### config.mk
export PLATFORM = sky130hd
export DESIGN_NAME = reasoning_tag_stream_gate
export DESIGN_NICKNAME = d
export VERILOG_FILES = /design/src/rtl/rtsg_pkg.sv /design/src/rtl/reasoning_tag_stream_gate.sv /design/src/rtl/rtsg_dp.sv /design/src/rtl/rtsg_ctrl.sv
export SDC_FILE = /design/constraint.sdc
export NUM_CORES = 1
export LEC_CHECK = 0
export BUFFER_PORTS_ARGS = -buffer_cell sky130_fd_sc_hd__buf_4
export CAP_MARGIN = 15
export CORE_UTILIZATION = 30
export DETAILED_ROUTE_END_ITERATION = 10
export HOLD_SLACK_MARGIN = 0.02
export PLACE_DENSITY = 0.44
export SYNTH_ARGS = -nofsm -noshare
export SYNTH_HDL_FRONTEND = slang
export SYNTH_HIERARCHICAL = 1
export SYNTH_SLANG_ARGS = --single-unit
### constraint.sdc
create_clock -name clk -period 6 [get_ports clk]
set_input_delay 0.6 -clock clk [delete_from_list [all_inputs] [get_ports clk]]
set_output_delay 0.6 -clock clk [all_outputs]
set_load 0.01 [all_outputs]
### src/rtl/rtsg_pkg.sv
package rtsg_pkg;

  localparam int HOLD_DEPTH = 64;
  localparam int HOLD_AW    = $clog2(HOLD_DEPTH);
  localparam int HOLD_CW    = $clog2(HOLD_DEPTH + 1);
  localparam int OPEN_LEN   = 7;
  localparam int CLOSE_LEN  = 8;

  // What an accepted transfer does in the datapath.
  typedef enum logic [1:0] {
    OP_NONE  = 2'd0,
    OP_PASS  = 2'd1,
    OP_THINK = 2'd2,
    OP_UNDEC = 2'd3
  } op_t;

  typedef struct packed {
    op_t  op;
    logic rd_start;
    logic emit;
  } dp_cmd_t;

  typedef struct packed {
    logic close_hit;
    logic open_done;
    logic flush;
    logic out_free;
    logic drain_last;
  } dp_sts_t;

  // "<think>"
  function automatic logic [7:0] open_char(input logic [2:0] idx);
    logic [7:0] c;
    case (idx)
      3'd0: c = 8'h3C;
      3'd1: c = 8'h74;
      3'd2: c = 8'h68;
      3'd3: c = 8'h69;
      3'd4: c = 8'h6E;
      3'd5: c = 8'h6B;
      3'd6: c = 8'h3E;
      default: c = 8'h00;
    endcase
    return c;
  endfunction

  // "</think>"
  function automatic logic [7:0] close_char(input logic [2:0] idx);
    logic [7:0] c;
    case (idx)
      3'd0: c = 8'h3C;
      3'd1: c = 8'h2F;
      3'd2: c = 8'h74;
      3'd3: c = 8'h68;
      3'd4: c = 8'h69;
      3'd5: c = 8'h6E;
      3'd6: c = 8'h6B;
      3'd7: c = 8'h3E;
      default: c = 8'h00;
    endcase
    return c;
  endfunction

endpackage

### src/rtl/reasoning_tag_stream_gate.sv
// A passing byte is registered and appears on the output in the cycle after its transfer.
// One byte is taken per cycle while undecided or inside reasoning, and while passing
// unless the output stalls. A piece-end flush stalls the input; S_READ fetches the first
// held byte from the hold RAM, then S_EMIT sends one per cycle while the output is free.
// Reset (synchronous, rst_n low) clears the mode, match state, count and overflow flag;
// the hold RAM is not cleared.
module reasoning_tag_stream_gate (
  input  logic       clk,
  input  logic       rst_n,
  input  logic       in_valid,
  output logic       in_stall,
  input  logic [7:0] in_byte,
  input  logic       in_piece_end,
  output logic       out_valid,
  input  logic       out_stall,
  output logic [7:0] out_byte,
  output logic       out_last_of_run,
  output logic       out_overflow_seen
);

  rtsg_pkg::dp_cmd_t cmd;
  rtsg_pkg::dp_sts_t sts;

  rtsg_ctrl u_ctrl (
    .clk      (clk),
    .rst_n    (rst_n),
    .in_valid (in_valid),
    .sts      (sts),
    .in_stall (in_stall),
    .cmd      (cmd)
  );

  rtsg_dp u_dp (
    .clk               (clk),
    .rst_n             (rst_n),
    .in_byte           (in_byte),
    .in_piece_end      (in_piece_end),
    .out_stall         (out_stall),
    .cmd               (cmd),
    .sts               (sts),
    .out_valid         (out_valid),
    .out_byte          (out_byte),
    .out_last_of_run   (out_last_of_run),
    .out_overflow_seen (out_overflow_seen)
  );

endmodule

### src/rtl/rtsg_dp.sv
module rtsg_dp (
  input  logic               clk,
  input  logic               rst_n,
  input  logic [7:0]         in_byte,
  input  logic               in_piece_end,
  input  logic               out_stall,
  input  rtsg_pkg::dp_cmd_t  cmd,
  output rtsg_pkg::dp_sts_t  sts,
  output logic               out_valid,
  output logic [7:0]         out_byte,
  output logic               out_last_of_run,
  output logic               out_overflow_seen
);

  logic [2:0]                     close_r;
  logic                           open_ok_r;
  logic [rtsg_pkg::HOLD_CW-1:0]   cnt_r;
  logic                           ovf_r;
  logic [rtsg_pkg::HOLD_AW-1:0]   idx_r;
  logic [7:0]                     rd_data_r;
  logic                           out_valid_r;
  logic [7:0]                     out_byte_r;
  logic                           out_last_r;
  logic                           out_ovf_r;
  logic [7:0]                     mem [rtsg_pkg::HOLD_DEPTH];

  logic [3:0]                     close_nxt;
  logic                           close_hit;
  logic                           store;
  logic                           open_bad;
  logic                           ok_nxt;
  logic [rtsg_pkg::HOLD_CW-1:0]   cnt_inc;
  logic                           out_free;
  logic                           drain_last;
  logic                           rd_en;
  logic [rtsg_pkg::HOLD_AW-1:0]   rd_addr;
  logic                           mem_we;

  // The closing tag has no self-overlap, so a mismatch restarts at zero or one.
  always_comb begin
    if (in_byte == rtsg_pkg::close_char(close_r)) begin
      close_nxt = {1'b0, close_r} + 4'd1;
    end else if (in_byte == rtsg_pkg::close_char(3'd0)) begin
      close_nxt = 4'd1;
    end else begin
      close_nxt = 4'd0;
    end
  end

  assign close_hit  = (close_nxt == 4'(rtsg_pkg::CLOSE_LEN));
  assign store      = (cnt_r < rtsg_pkg::HOLD_CW'(rtsg_pkg::HOLD_DEPTH));
  assign open_bad   = (cnt_r < rtsg_pkg::HOLD_CW'(rtsg_pkg::OPEN_LEN)) &&
                      (in_byte != rtsg_pkg::open_char(cnt_r[2:0]));
  assign ok_nxt     = open_ok_r && !(store && open_bad);
  assign cnt_inc    = store ? cnt_r + rtsg_pkg::HOLD_CW'(1) : cnt_r;
  assign out_free   = !out_valid_r || !out_stall;
  assign drain_last = ({1'b0, idx_r} + rtsg_pkg::HOLD_CW'(1)) == cnt_r;
  assign mem_we     = (cmd.op == rtsg_pkg::OP_UNDEC) && !close_hit && store;

  assign sts.close_hit  = close_hit;
  assign sts.open_done  = ok_nxt && (cnt_inc >= rtsg_pkg::HOLD_CW'(rtsg_pkg::OPEN_LEN));
  assign sts.flush      = in_piece_end && !ok_nxt;
  assign sts.out_free   = out_free;
  assign sts.drain_last = drain_last;

  // While draining, the next address is fetched as the current byte leaves.
  assign rd_en   = cmd.rd_start || cmd.emit;
  assign rd_addr = cmd.rd_start ? '0 : idx_r + rtsg_pkg::HOLD_AW'(1);

  always_ff @(posedge clk) begin
    if (mem_we) begin
      mem[cnt_r[rtsg_pkg::HOLD_AW-1:0]] <= in_byte;
    end
    if (rd_en) begin
      rd_data_r <= mem[rd_addr];
    end
  end

  always_ff @(posedge clk) begin
    if (!rst_n) begin
      close_r   <= '0;
      open_ok_r <= 1'b1;
      cnt_r     <= '0;
      ovf_r     <= 1'b0;
      idx_r     <= '0;
    end else begin
      case (cmd.op)
        rtsg_pkg::OP_THINK, rtsg_pkg::OP_UNDEC: begin
          if (close_hit) begin
            close_r   <= '0;
            cnt_r     <= '0;
            open_ok_r <= 1'b1;
          end else begin
            close_r <= close_nxt[2:0];
            if (cmd.op == rtsg_pkg::OP_UNDEC) begin
              cnt_r     <= cnt_inc;
              open_ok_r <= ok_nxt;
              if (!store) begin
                ovf_r <= 1'b1;
              end
            end
          end
        end
        default: begin
        end
      endcase
      if (cmd.rd_start) begin
        idx_r <= '0;
      end else if (cmd.emit) begin
        idx_r <= idx_r + rtsg_pkg::HOLD_AW'(1);
        if (drain_last) begin
          cnt_r <= '0;
        end
      end
    end
  end

  always_ff @(posedge clk) begin
    if (!rst_n) begin
      out_valid_r <= 1'b0;
    end else if ((cmd.op == rtsg_pkg::OP_PASS) || cmd.emit) begin
      out_valid_r <= 1'b1;
    end else if (!out_stall) begin
      out_valid_r <= 1'b0;
    end
  end

  always_ff @(posedge clk) begin
    if (cmd.op == rtsg_pkg::OP_PASS) begin
      out_byte_r <= in_byte;
      out_last_r <= 1'b1;
      out_ovf_r  <= ovf_r;
    end else if (cmd.emit) begin
      out_byte_r <= rd_data_r;
      out_last_r <= drain_last;
      out_ovf_r  <= ovf_r;
    end
  end

  assign out_valid         = out_valid_r;
  assign out_byte          = out_byte_r;
  assign out_last_of_run   = out_last_r;
  assign out_overflow_seen = out_ovf_r;

  a_ovf_sticky: assert property (@(posedge clk) disable iff (!rst_n)
    ovf_r |=> ovf_r)
    else $error("overflow flag cleared after being set");

  a_cnt_bound: assert property (@(posedge clk) disable iff (!rst_n)
    cnt_r <= rtsg_pkg::HOLD_CW'(rtsg_pkg::HOLD_DEPTH))
    else $error("hold count beyond store depth");

  a_drain_nonempty: assert property (@(posedge clk) disable iff (!rst_n)
    cmd.rd_start |-> (cnt_r != '0))
    else $error("drain started with an empty hold store");

endmodule

### src/rtl/rtsg_ctrl.sv
module rtsg_ctrl (
  input  logic               clk,
  input  logic               rst_n,
  input  logic               in_valid,
  input  rtsg_pkg::dp_sts_t  sts,
  output logic               in_stall,
  output rtsg_pkg::dp_cmd_t  cmd
);

  typedef enum logic [4:0] {
    S_UNDEC = 5'b00001,
    S_THINK = 5'b00010,
    S_PASS  = 5'b00100,
    S_READ  = 5'b01000,
    S_EMIT  = 5'b10000
  } state_t;

  state_t state_r;
  state_t state_nxt;
  logic   accept;

  always_comb begin
    case (state_r)
      S_UNDEC, S_THINK: in_stall = 1'b0;
      S_PASS:           in_stall = !sts.out_free;
      default:          in_stall = 1'b1;
    endcase
  end

  assign accept = in_valid && !in_stall;

  always_comb begin
    cmd.op       = rtsg_pkg::OP_NONE;
    cmd.rd_start = 1'b0;
    cmd.emit     = 1'b0;
    state_nxt    = state_r;
    case (state_r)
      S_UNDEC: begin
        if (accept) begin
          cmd.op = rtsg_pkg::OP_UNDEC;
          if (sts.close_hit) begin
            state_nxt = S_PASS;
          end else if (sts.open_done) begin
            state_nxt = S_THINK;
          end else if (sts.flush) begin
            state_nxt = S_READ;
          end
        end
      end
      S_THINK: begin
        if (accept) begin
          cmd.op = rtsg_pkg::OP_THINK;
          if (sts.close_hit) begin
            state_nxt = S_PASS;
          end
        end
      end
      S_PASS: begin
        if (accept) begin
          cmd.op = rtsg_pkg::OP_PASS;
        end
      end
      S_READ: begin
        cmd.rd_start = 1'b1;
        state_nxt    = S_EMIT;
      end
      S_EMIT: begin
        if (sts.out_free) begin
          cmd.emit = 1'b1;
          if (sts.drain_last) begin
            state_nxt = S_PASS;
          end
        end
      end
      default: begin
        state_nxt = S_UNDEC;
      end
    endcase
  end

  always_ff @(posedge clk) begin
    if (!rst_n) begin
      state_r <= S_UNDEC;
    end else begin
      state_r <= state_nxt;
    end
  end

  a_drain_blocks_input: assert property (@(posedge clk) disable iff (!rst_n)
    ((state_r == S_READ) || (state_r == S_EMIT)) |-> in_stall)
    else $error("input taken during drain");

  a_pass_final: assert property (@(posedge clk) disable iff (!rst_n)
    (state_r == S_PASS) |=> (state_r == S_PASS))
    else $error("left passing mode");

  a_emit_exit: assert property (@(posedge clk) disable iff (!rst_n)
    ((state_r == S_EMIT) && !(cmd.emit && sts.drain_last)) |=> (state_r == S_EMIT))
    else $error("drain ended before the last held byte");

endmodule

* After elaboration in Yosys (flattened, before gate mapping)
Memory sizes are Yosys's and may differ from the RTL's. A register that Yosys moved wholly into a read port is not among the register bits.
Index checks and enable logic that the tools add are counted.
** Storage, ports and cells
- Bits in registers :: 34
- Memory bits (writable) :: 512
- ROM bits :: 48
- Output and inout port bits :: 12
- Word-level logic and storage cells :: 117
- Memories kept :: 2
** Memories
- u_dp.mem :: words 64, width 8, rd ports 1, clocked after memory_dff 1, write ports 1, RTL line rtsg_dp.sv:25 : logic [7:0] mem [rtsg_pkg::HOLD_DEPTH];
- (name not given) :: words 8, width 6, rd ports 1, clocked after memory_dff 1, write ports 0, RTL line rtsg_pkg.sv:50 : case (idx)
** Cells by class
- $add $sub $neg :: 4
- $lt $le $gt $ge :: 3
- Equal/unequal tests :: 26
- Multiplexer cells :: 41
- Bitwise logic cells :: 4
- Reductions and logical operators :: 27
** Operators with widths (count)
- 2-to-1 mux 7 bit :: 7
- case mux 7 bit (7 select lines) :: 1
- 2-to-1 mux 5 bit :: 8
- case mux 5 bit (5 select lines) :: 1
- 2-to-1 mux 8 bit :: 2
- 2-to-1 mux 1 bit :: 13
- != test 2 x 1 -> 1 bit, second input constant :: 6
- equality test 3 bit, second input constant :: 3
- 2-to-1 mux 3 bit :: 3
- equality test 8 x 6 -> 1 bit, second input constant :: 1
- equality test 8 bit :: 1
- logical AND 1 bit :: 8
- != test 8 x 7 -> 1 bit :: 1
- adder 6 x 1 -> 7 bit, second input constant :: 1
- adder 7 x 1 -> 7 bit, second input constant :: 1
- equality test 7 bit :: 1
- >= comparator 7 x 3 -> 1 bit, second input constant :: 1
- zero test 1 bit :: 7
- less-than comparator 7 x 3 -> 1 bit, second input constant :: 1
- less-than comparator 7 bit, second input constant :: 1
- AND reduction 7 bit :: 1
- adder 6 x 1 -> 6 bit, second input constant :: 1
- equality test 3 x 2 -> 1 bit, second input constant :: 2
- 2-to-1 mux 6 bit :: 1
- other kinds (22) :: 32

* Logic depth before layout (Yosys ltp)
Gate-level depths: netlist (run 1).
- Word-level depth :: 15
- Gate-level depth with buffers :: 15
- Depth with buffers taken out :: 11

* Modules after synthesis
The synthesis (run 1) kept the hierarchy.
** By module, submodules not included
- rtsg_dp :: times used 1, cells an instance 1472, area an instance 23246.0 um^2, sequential area each 16405.7 um^2
- rtsg_ctrl :: times used 1, cells an instance 55, area an instance 436.7 um^2, sequential area each 100.1 um^2

* Least setup slack after synthesis (run 1)
Ideal clock, no wire load.
- Path type :: input-to-reg
- From :: in in_valid
- To :: mem u_dp.mem[41][0], enable pin
- Library setup time :: 0.383 ns
- Arrival :: 2.636 ns
- Path slack :: 2.980 ns
- Cell stages on the path :: 7
- Buffers on the path :: 0
- Path through :: or4b_1 > a21oi_1 > nand2_1 > or2_2 > nor2_1 > nand2_1 > nor3_1
** RTL lines
- start, declared :: RTL line reasoning_tag_stream_gate.sv:10 : input logic in_valid,
- end, declared :: RTL line rtsg_dp.sv:25

==> results of run 1 <==
metrics by stage:
step | std cells | power [mW] | setup WS [ns]
after global routing | 2636 | 8.79 | 1.19
after CTS | 2636 | 8.61 | 1.51
after detailed placement | 2528 | 5.16 | 1.48
after floorplan | 1527 | 4.88 | 2.98
final | 2637 | 8.50 | 1.53
after global placement | 2528 | 5.16 | 1.43
where the power goes:
part           total [mW]  leakage, nW  internal [mW]  switching, mW
Combinational       0.692         2.15          0.241          0.451
Sequential           4.38         5.01           4.34         0.0434
Clock                3.43        0.868           1.93           1.50
Total                8.50         8.03           6.50           2.00
worst paths after layout:
check	startpoint	end	slack (ns)	depth (start not counted)
worst max register to register	u_ctrl/state_r[0]	u_dp/mem[53][1]	1.53	7
worst min register to register	u_dp/ovf_r	u_dp/out_overflow_seen	0.45	0
worst min-delay path	rst_n	flip-flop	0.33	2
worst max-delay path	u_ctrl/state_r[0]	u_dp/mem[53][1]	1.53	7
cell usage after synthesis, types with 5 or more instances:
master	number
a211o_1	8
a211oi_1	10
a21oi_1	34
a221o_1	5
a221oi_1	30
a22o_1	6
a2bb2oi_1	6
a31oi_1	10
and4bb_1	5
buf_1	6
buf_2	35
buf_4	10
clkbuf_1	41
dfxtp_1	31
edfxtp_1	529
ha_1	7
inv_1	17
mux2_2	22
mux2i_1	101
mux4_2	55
nand2_1	102
nand2b_1	12
nand3_1	42
nand3b_1	6
nand4_1	8
nor2_1	111
nor2b_1	14
nor3_1	14
nor4_1	5
o211ai_1	9
o21ai_0	33
o221ai_1	7
o22ai_1	65
xnor2_1	29
xor2_1	9
logic make-up after synthesis:
logic type | after synthesis | synth area share (%)
multiplexers | 179 | 10.6
AND/OR/NAND/NOR | 360 | 7.48
AO/OA/AOI/OAI | 265 | 7.91
XOR/XNOR | 38 | 1.41
flip-flops | 560 | 69.7
buffers and inverters | 118 | 2.50
adder cells (fa/ha/maj) | 7 | 0.370
sequential cells by signal, indices dropped and copies added, names as in the netlist, named ones only:
name,flops
u_dp/out_last_of_run,1
u_dp/out_byte,8
u_dp/open_ok_r,1
u_dp/close_r,3
u_ctrl/state_r,5
u_dp/rd_data_r,8
u_dp/mem,512
u_dp/cnt_r,7
u_dp/out_overflow_seen,1
u_dp/ovf_r,1
u_dp/idx_r,6
u_dp/out_valid,1
layout make-up:
cell class / instances / area share (%)
Multi-Input combinational cell: 849 / 24.8
Sequential cell: 560 / 61.7
Clock inverter: 23 / 0.566
Antenna cell: 1 / 0.00935
Clock buffer: 85 / 6.11
Tap cell: 1040 / 4.86
Timing Repair Buffer: 60 / 1.73
Inverter: 19 / 0.266
worst max-delay path: cells and delay by family (launching register included):
kind | cells | cell delay [ns]
XOR/XNOR | 1 | 0.30
AND/OR/NAND/NOR | 6 | 3.21
flip-flops | 1 | 0.56
per-layer routing:
metal | up-vias | global-route usage [%] | share of wire [%]
met1 | 7128 | 24.1 | 45
met4 | 0 | 4.99 | 2.6
met2 | 364 | 28.1 | 47
met5 | - | 0 | 0
met3 | 86 | 2.41 | 4.4
li1 | 6102 | - | -
==> results.cfg, run 1 <==
[synth]
ys_async_sr_fraction_pct = 0
synthesis.nets = 1547
syn_area_mm2 = 0.0237
ys_seq_elements = 560
ys_warn_count = 6
avgSynthCellArea_um2 = 15.5
synth_top_cell_area_share_pct = 67.1
synth_area_leaders = edfxtp_1, mux4_2, mux2i_1
synthFlopType = edfxtp_1
synth_edf_count = 529
ys_seq_area_share_pct = 69.7
netlist_instances = 1527
synth_area_leader_cell = edfxtp_1
synth_cell_types = 84

[cts]
post_cts_buffers = 0
cts_root_buf = clkbuf_16
clk_latency_ns = 0.62
clock-sinks = 560
cts_tree = done
clkTransAtPathRegs_ns = 0.06
htree_levels = 2
cts_max_path_buffers = 3
cts_resized = 0
cts_hold_buf = 0
cts_buffers = 60

[placed_design]
place_congestion = 0.840
port_buffers = 24
postPlaceCellArea_mm2 = 0.0250
dp_hpwl_mm = 44.7

[timing]
rsz0062_at_grt = false
drv_slew = 0
setup_viol = 0
relSlewSlack_pct = 29.3
hold_viol = 0
max_slew.worst_pin.slew_ns = 1.06
fin_worst_skew_ns = 0.0290
fin_tns_setup_ns = 0
timing.hold.ws_ns = 0.328
period_needed_ns = 4.47
fmaxAchievable_ghz = 0.224
min_period_over_period_pct = 74.5

[layout]
final_area_mm2 = 0.0268
seq_area_mm2 = 0.0165
final_cell_mix = edfxtp_1, nor2_1, nand2_1
area_growth_pct = 13.0
mostFrequentLayoutCell = edfxtp_1
fill_cells = 7410
utilization_pct = 34.4
fin_nets = 1570
drive_above_1_share_pct = 14.8
multi_input_area_mm2 = 0.00663

[detailed_routing]
drt_iter0_markers = 1225
drc = 0
routedWlPerCell_um = 26.7
vias = 13700
viasPerCell = 5.19
wl_mm = 70.3
drt_first_pass_iters = 5
ant_nets = 0

[hold_path]
hold_class = in -> reg

[critical_path]
crit_path_end_kind = flip-flop
crit_chain = xor2_1 -> and4b_1 -> nand2_1 -> or2_2 -> nor2_1 -> nand4_1 -> nor2_1
cpMaxStageDelayCell = nor2_1
critPathMostFrequentCell = nor2_1
max_stage_delay_ns = 0.91
worstPathArrival_ns = 4.70
path_max_fanout = 12
path_class = reg -> reg
worstPathRequired_ns = 6.23
critPathLaunchType = flip-flop

[global_route]
grt_pass1_vias = 13800
grt_pass1_wl_mm = 101
antenna_found_initial = 1
grt_usage_pct = 17.3
grt_max_degree = 67
grt-ovfl-total = 0

[floorplanning]
rows = 102
die_y_um = 283
die_area_mm2 = 0.0801
start_util_pct = 30.5
die-width_um = 283
coreArea_mm2 = 0.0777
io_pins = 25

[status]
status = complete, no violations

[pwr]
p_per_area_mw_per_mm2 = 318
ir_drop_uv = 199
leakage_nw = 8.03

[run]
maxCapViolCount = 0
(Power assumes the default switching activity.)
==> inputs of run 2 (changes only) <==
--- a/config.mk
+++ b/config.mk
@@ -5,6 +5,7 @@
 export SDC_FILE = /design/constraint.sdc
 export NUM_CORES = 1
 export LEC_CHECK = 0
+export ABC_AREA = 1
 export BUFFER_PORTS_ARGS = -buffer_cell sky130_fd_sc_hd__buf_4
 export CAP_MARGIN = 15
 export CORE_UTILIZATION = 30
==> constraint.sdc (replaced) <==
create_clock -name clk -period 4.4 [get_ports clk]
set_input_delay 0.44 -clock clk [delete_from_list [all_inputs] [get_ports clk]]
set_output_delay 0.44 -clock clk [all_outputs]
set_load 0.01 [all_outputs]
==> results.cfg, run 2 <==
[timing]
max_slew.worst_pin.slew_ns = 1.05
timing.hold.ws_ns = 0.112
relSlewSlack_pct = 29.7
rsz0062_at_grt = false
min_period_over_period_pct = 80.7
period_needed_ns = 3.55
setup_viol = 0
fmaxAchievable_ghz = 0.282
drv_slew = 0
hold_viol = 0
fin_worst_skew_ns = 0.0141
setup_slack_ns = 0.850
fin_tns_setup_ns = 0

[synth]
synth_top_cell_area_share_pct = 66.5
yosys-top-cells-count = edfxtp_1, nor2_1, nand3_1
netlist_instances = 2150
synth_area_leaders = edfxtp_1, nor2_1, nand3_1
synth_most_common_cell = edfxtp_1
synthFlopType = edfxtp_1
synth_edf_count = 529
syn_area_mm2 = 0.0239
ys_seq_area_share_pct = 69.1
synth_cell_types = 34
avgSynthCellArea_um2 = 11.1
ys_seq_elements = 560
synth_area_leader_cell = edfxtp_1
synthesis.nets = 2170
ys_warn_count = 6
ys_async_sr_fraction_pct = 0

[critical_path]
crit_chain = inv_1 -> nor2_1 -> nand3_1 -> nand2_2 -> nor2_1 -> a211oi_1 -> nand2_1 -> clkinv_1 -> nand2_1 -> nor2_2 -> nand2_1 -> nor2_1
path_max_fanout = 9
r2r_cells = 12
worstPathArrival_ns = 3.80
worstPathRequired_ns = 4.65
critPathLaunchType = flip-flop
cpMaxStageDelayCell = nor2_1
rr_startpoint = u_ctrl/state_r[1]
crit_path_end_kind = flip-flop
r2r_setup_slack_ns = 0.85
path_class = reg -> reg
max_stage_delay_ns = 0.74
timing.rr.end = u_dp/mem[21][5]

[cts]
cts_buffers = 60
cts_tree = done
clk_latency_ns = 0.63
clock-sinks = 560
cts_max_path_buffers = 3
htree_levels = 2
cts_root_buf = clkbuf_16
post_cts_buffers = 0
clkTransAtPathRegs_ns = 0.06
cts_hold_buf = 0
cts_resized = 0

[global_route]
grt_usage_pct = 17.9
grt_pass1_vias = 15900
grt_max_degree = 109
antenna_found_initial = 2
grt_pass1_wl_mm = 108
grt-ovfl-total = 0

[layout]
utilization_pct = 34.7
fill_cells = 7903
largest_reg_flops = 512
final_cell_mix = edfxtp_1, nor2_1, nand3_1
diodes = 0
drive_above_1_share_pct = 10.1
area_growth_pct = 14.8
fin_nets = 2212
mostFrequentLayoutCell = edfxtp_1

[status]
status = complete, no violations

[floorplanning]
io_pins = 25
rows = 103
coreArea_mm2 = 0.0789
die-width_um = 284
start_util_pct = 30.3
die_y_um = 284
die_area_mm2 = 0.0807

[detailed_routing]
maxUsedRoutingLayer = met4
vias = 16200
routedWlPerCell_um = 22.1
ant_nets = 0
routedLengthMet1_mm = 33.2
drc = 0
drt_first_pass_iters = 5
wl_mm = 72.6
drt_iter0_markers = 1343
wl_met3_mm = 4.05
viasPerCell = 4.91
met2WireLength_mm = 33.7

[hold_path]
hold_class = in -> reg
hold_start = rst_n
whs_path_depth = 2
min_to = u_ctrl/state_r[0]

[placed_design]
dp_hpwl_mm = 45.1
place_congestion = 0.845
preCtsSetupSlack_ns = 0.810
port_buffers = 24

[pwr]
p_clk_share_pct = 41.1
internal-power_mw = 9.26
p_comb_share_pct = 10.2
p_per_area_mw_per_mm2 = 450
total_power_mw = 12.3
netSwitchingFraction_pct = 24.9
power_frac_seq_pct = 48.7
ir_drop_uv = 269
leakage_nw = 9.74
power.switching_mw = 3.07

[run]
maxCapViolCount = 0
-- run 2: worst max-delay path, delay by kind of cell (launching register included) --
family	cells	cell delay [ns]
AO/OA/AOI/OAI	1	0.26
AND/OR/NAND/NOR	9	2.26
flip-flops	1	0.36
buffers and inverters	2	0.28
-- run 2: cells by family (layout without fill, tap and decap cells) --
family,count (synthesis),after routing,synth area share [%]
DFF,560,560,69.1
and+or+nand+nor,984,984,17.6
adders and majority gates,7,7,0.367
AOI/OAI and AO/OA,325,325,7.69
xor gates and xnor gates,9,9,0.330
buffers and inverters,265,358,4.91
-- run 2: area by class of cell --
| type | count | area (um^2) | area share (%) |
|---|---|---|---|
| clock inverters | 41 | 378 | 1.38 |
| flip-flops and latches | 560 | 16500 | 60.2 |
| well taps | 1050 | 1310 | 4.79 |
| repair buffers | 98 | 836 | 3.05 |
| clock buffers | 72 | 1590 | 5.80 |
| multi-input cells | 1325 | 6220 | 22.7 |
| inverters | 147 | 556 | 2.03 |
-- run 2: power groups by stage --
| stage | logic (mW) | registers, mW | clock network [mW] |
|---|---|---|---|
| global route | 1.39 | 6.01 | 5.41 |
| finish | 1.25 | 6.01 | 5.07 |
| floorplan | 0.767 | 6.10 | 0 |
| CTS | 1.27 | 6.01 | 5.20 |
| detailed placement | 1.26 | 6.12 | 0 |
| global placement | 1.27 | 6.12 | 0 |
-- run 2: per-layer routing --
| metal | global-route usage (%) | vias to the layer above |
|---|---|---|
| met2 | 28.7 | 406 |
| met3 | 3.27 | 87 |
| met5 | 0 | - |
| li1 | - | 7607 |
| met4 | 4.54 | 0 |
| met1 | 24.9 | 8068 |
-- run 2: worst max path at each step --
stage | startpoint | to | slack [ns] | depth (start not counted)
floorplan | u_ctrl/state_r[1] | u_dp/mem[3][0] | 1.77 | 12
global placement | out_stall | u_dp/mem[53][0] | 0.81 | 12
detailed placement | u_ctrl/state_r[1] | u_dp/mem[53][0] | 0.81 | 12
CTS | u_ctrl/state_r[1] | u_dp/mem[53][7] | 0.77 | 12
global route | u_ctrl/state_r[1] | u_dp/mem[53][7] | 0.43 | 12
finish | u_ctrl/state_r[1] | u_dp/mem[21][5] | 0.85 | 12
-- run 2: through the flow --
stage                     instance area, um^2  instances
after floorplan                         23900       2150
after global placement                  25400       3180
after detailed placement                25400       3180
after CTS                               27400       3293
after global routing                    27400       3293
final                                   27400       3293
==> inputs of run 3 (changes only) <==
--- a/config.mk
+++ b/config.mk
@@ -5,7 +5,7 @@
 export SDC_FILE = /design/constraint.sdc
 export NUM_CORES = 1
 export LEC_CHECK = 0
-export ABC_AREA = 1
+export ABC_AREA = 0
 export BUFFER_PORTS_ARGS = -buffer_cell sky130_fd_sc_hd__buf_4
 export CAP_MARGIN = 15
 export CORE_UTILIZATION = 30
==> constraint.sdc (replaced) <==
create_clock -name clk -period 3.58 [get_ports clk]
set_input_delay 0.358 -clock clk [delete_from_list [all_inputs] [get_ports clk]]
set_output_delay 0.358 -clock clk [all_outputs]
set_load 0.01 [all_outputs]
==> results.cfg, run 3 (synthesized netlist as in run 1, its figures left out) <==
[placed_design]
postPlaceCellArea_mm2 = 0.0259
port_buffers = 24
dp.cells = 2640
dp_hpwl_mm = 44.5
place_congestion = 0.853

[cts]
clkTransAtPathRegs_ns = 0.06
htree_levels = 2
cts_hold_buf = 0
cts_max_path_buffers = 3
clk_latency_ns = 0.64
cts_tree = done
clock-sinks = 560
cts_root_buf = clkbuf_16
cts_buffers = 61

[detailed_routing]
drt_iter0_markers = 1227
wl_mm = 69.9
drt_first_pass_iters = 6
ant_nets = 0
routedWlPerCell_um = 25.3
viasPerCell = 5.15
vias = 14200
drc = 0

[pwr]
p_per_area_mw_per_mm2 = 542
leakage_nw = 8.81
total_power_mw = 15.2
ir_drop_uv = 376

[timing]
fmaxAchievable_ghz = 0.276
setup_viol = 1
period_needed_ns = 3.63
min_period_over_period_pct = 101
setup_slack_ns = -0.0464
timing.hold.ws_ns = 0.0742
relSlewSlack_pct = 22.8
hold_viol = 0
rsz0062_at_grt = false
max_slew.worst_pin.slew_ns = 1.16
fin_worst_skew_ns = 0.0258
drv_slew = 0

[critical_path]
rr_startpoint = u_ctrl/state_r[0]
worstPathArrival_ns = 4.12
worstPathRequired_ns = 4.08
crit_path_end_kind = flip-flop
crit_end = u_dp/rd_data_r[1]
r2r_setup_slack_ns = -0.05
critPathLaunchType = flip-flop
timing.rr.end = u_dp/rd_data_r[1]
cp-startpoint = u_ctrl/state_r[0]
r2r_cells = 10
path_max_fanout = 22
path_class = reg -> reg

[status]
status = finished, violations left
violations = setup timing

[global_route]
antenna_found_initial = 6
grt_pass1_wl_mm = 101
grt_max_degree = 67
grt_usage_pct = 17.3
grt_pass1_vias = 14100
grt-ovfl-total = 0

[run]
maxCapViolCount = 0

[floorplanning]
die_area_mm2 = 0.0801
die-width_um = 283
die_y_um = 283
start_util_pct = 30.5
io_pins = 25
coreArea_mm2 = 0.0777
rows = 102

[layout]
mostFrequentLayoutCell = edfxtp_1
area_growth_pct = 18.4
drive_above_1_share_pct = 21.8
final_area_mm2 = 0.0280
largest_reg_flops = 512
multi_input_area_mm2 = 0.00664
fin_nets = 1686
diodes = 0
fill_cells = 7358
seq_area_mm2 = 0.0165
final_cells = 2758
final_cell_mix = edfxtp_1, buf_4, nor2_1

[hold_path]
hold_class = in -> reg
## run 3: cell count changes in the layout (fill, tap and decap cells not counted), sizes merged, moves of 73 or more
cell and delta:
mux2i +102, nand2 -120, nand3 -221, o21ai -180, nor2 -359, o211ai -73, inv -120, buf +77
## run 3: through the flow
step           setup WS (ns)  TNS, ns  utilization (%)
2_1_floorplan          0.592        0                -
3_3_place_gp          0.0990        0             33.3
3_5_place_dp          0.0929        0             33.3
4_1_cts               0.0535        0             36.0
5_1_grt              0.00579        0             36.1
6_report             -0.0464  -0.0464             36.1
## run 3: layout make-up
class                           instances  share of cell area [%]
Multi-Input combinational cell        849                    23.7
Inverter                               19                   0.254
Clock inverter                         45                    1.88
Clock buffer                           70                    5.64
Timing Repair Buffer                  175                    5.01
Sequential cell                       560                    58.9
Tap cell                             1040                    4.64
## run 3: critical path, stage by stage, from the launching register on
cell,delay [ns]
dfxtp_1,0.32
nor4b_1,0.42
nand2_1,0.19
inv_1,0.12
or2_4,0.15
buf_12,0.20
mux2i_1,0.11
mux4_2,0.46
a22o_1,0.27
a221oi_1,0.90
and4bb_1,0.31
## run 3: power breakdown
part	switching [mW]	internal (mW)	leakage, nW
Clock	2.66	3.96	1.03
Combinational	0.792	0.460	2.77
Sequential	0.0417	7.27	5.01
Total	3.50	11.7	8.81
## run 3: repair_timing
action / CTS / global route
setup endpoints to repair: 0 / 4
hold endpoints to repair: 0 / 0
buffers inserted: 0 / 3
gates resized for setup: 0 / 2
## run 3: how the worst min path moves through the flow
| stage | from | endpoint | slack (ns) | cells past startpoint |
|---|---|---|---|---|
| 2_1_floorplan | u_dp/ovf_r | u_dp/out_overflow_seen | 0.41 | 0 |
| 5_1_grt | rst_n | flip-flop | 0.07 | 2 |
| 3_5_place_dp | u_dp/ovf_r | u_dp/out_overflow_seen | 0.43 | 0 |
| 3_3_place_gp | u_dp/ovf_r | u_dp/out_overflow_seen | 0.42 | 0 |
| 4_1_cts | rst_n | flip-flop | 0.03 | 2 |
| 6_report | rst_n | flip-flop | 0.07 | 2 |
## run 3: per-layer routing
| metal | share of wire (%) | track usage (%) |
|---|---|---|
| met1 | 46 | 24.7 |
| met2 | 45 | 26.5 |
| met3 | 5.6 | 2.71 |
| met4 | 3.2 | 6.15 |
| met5 | 0.017 | 0 |
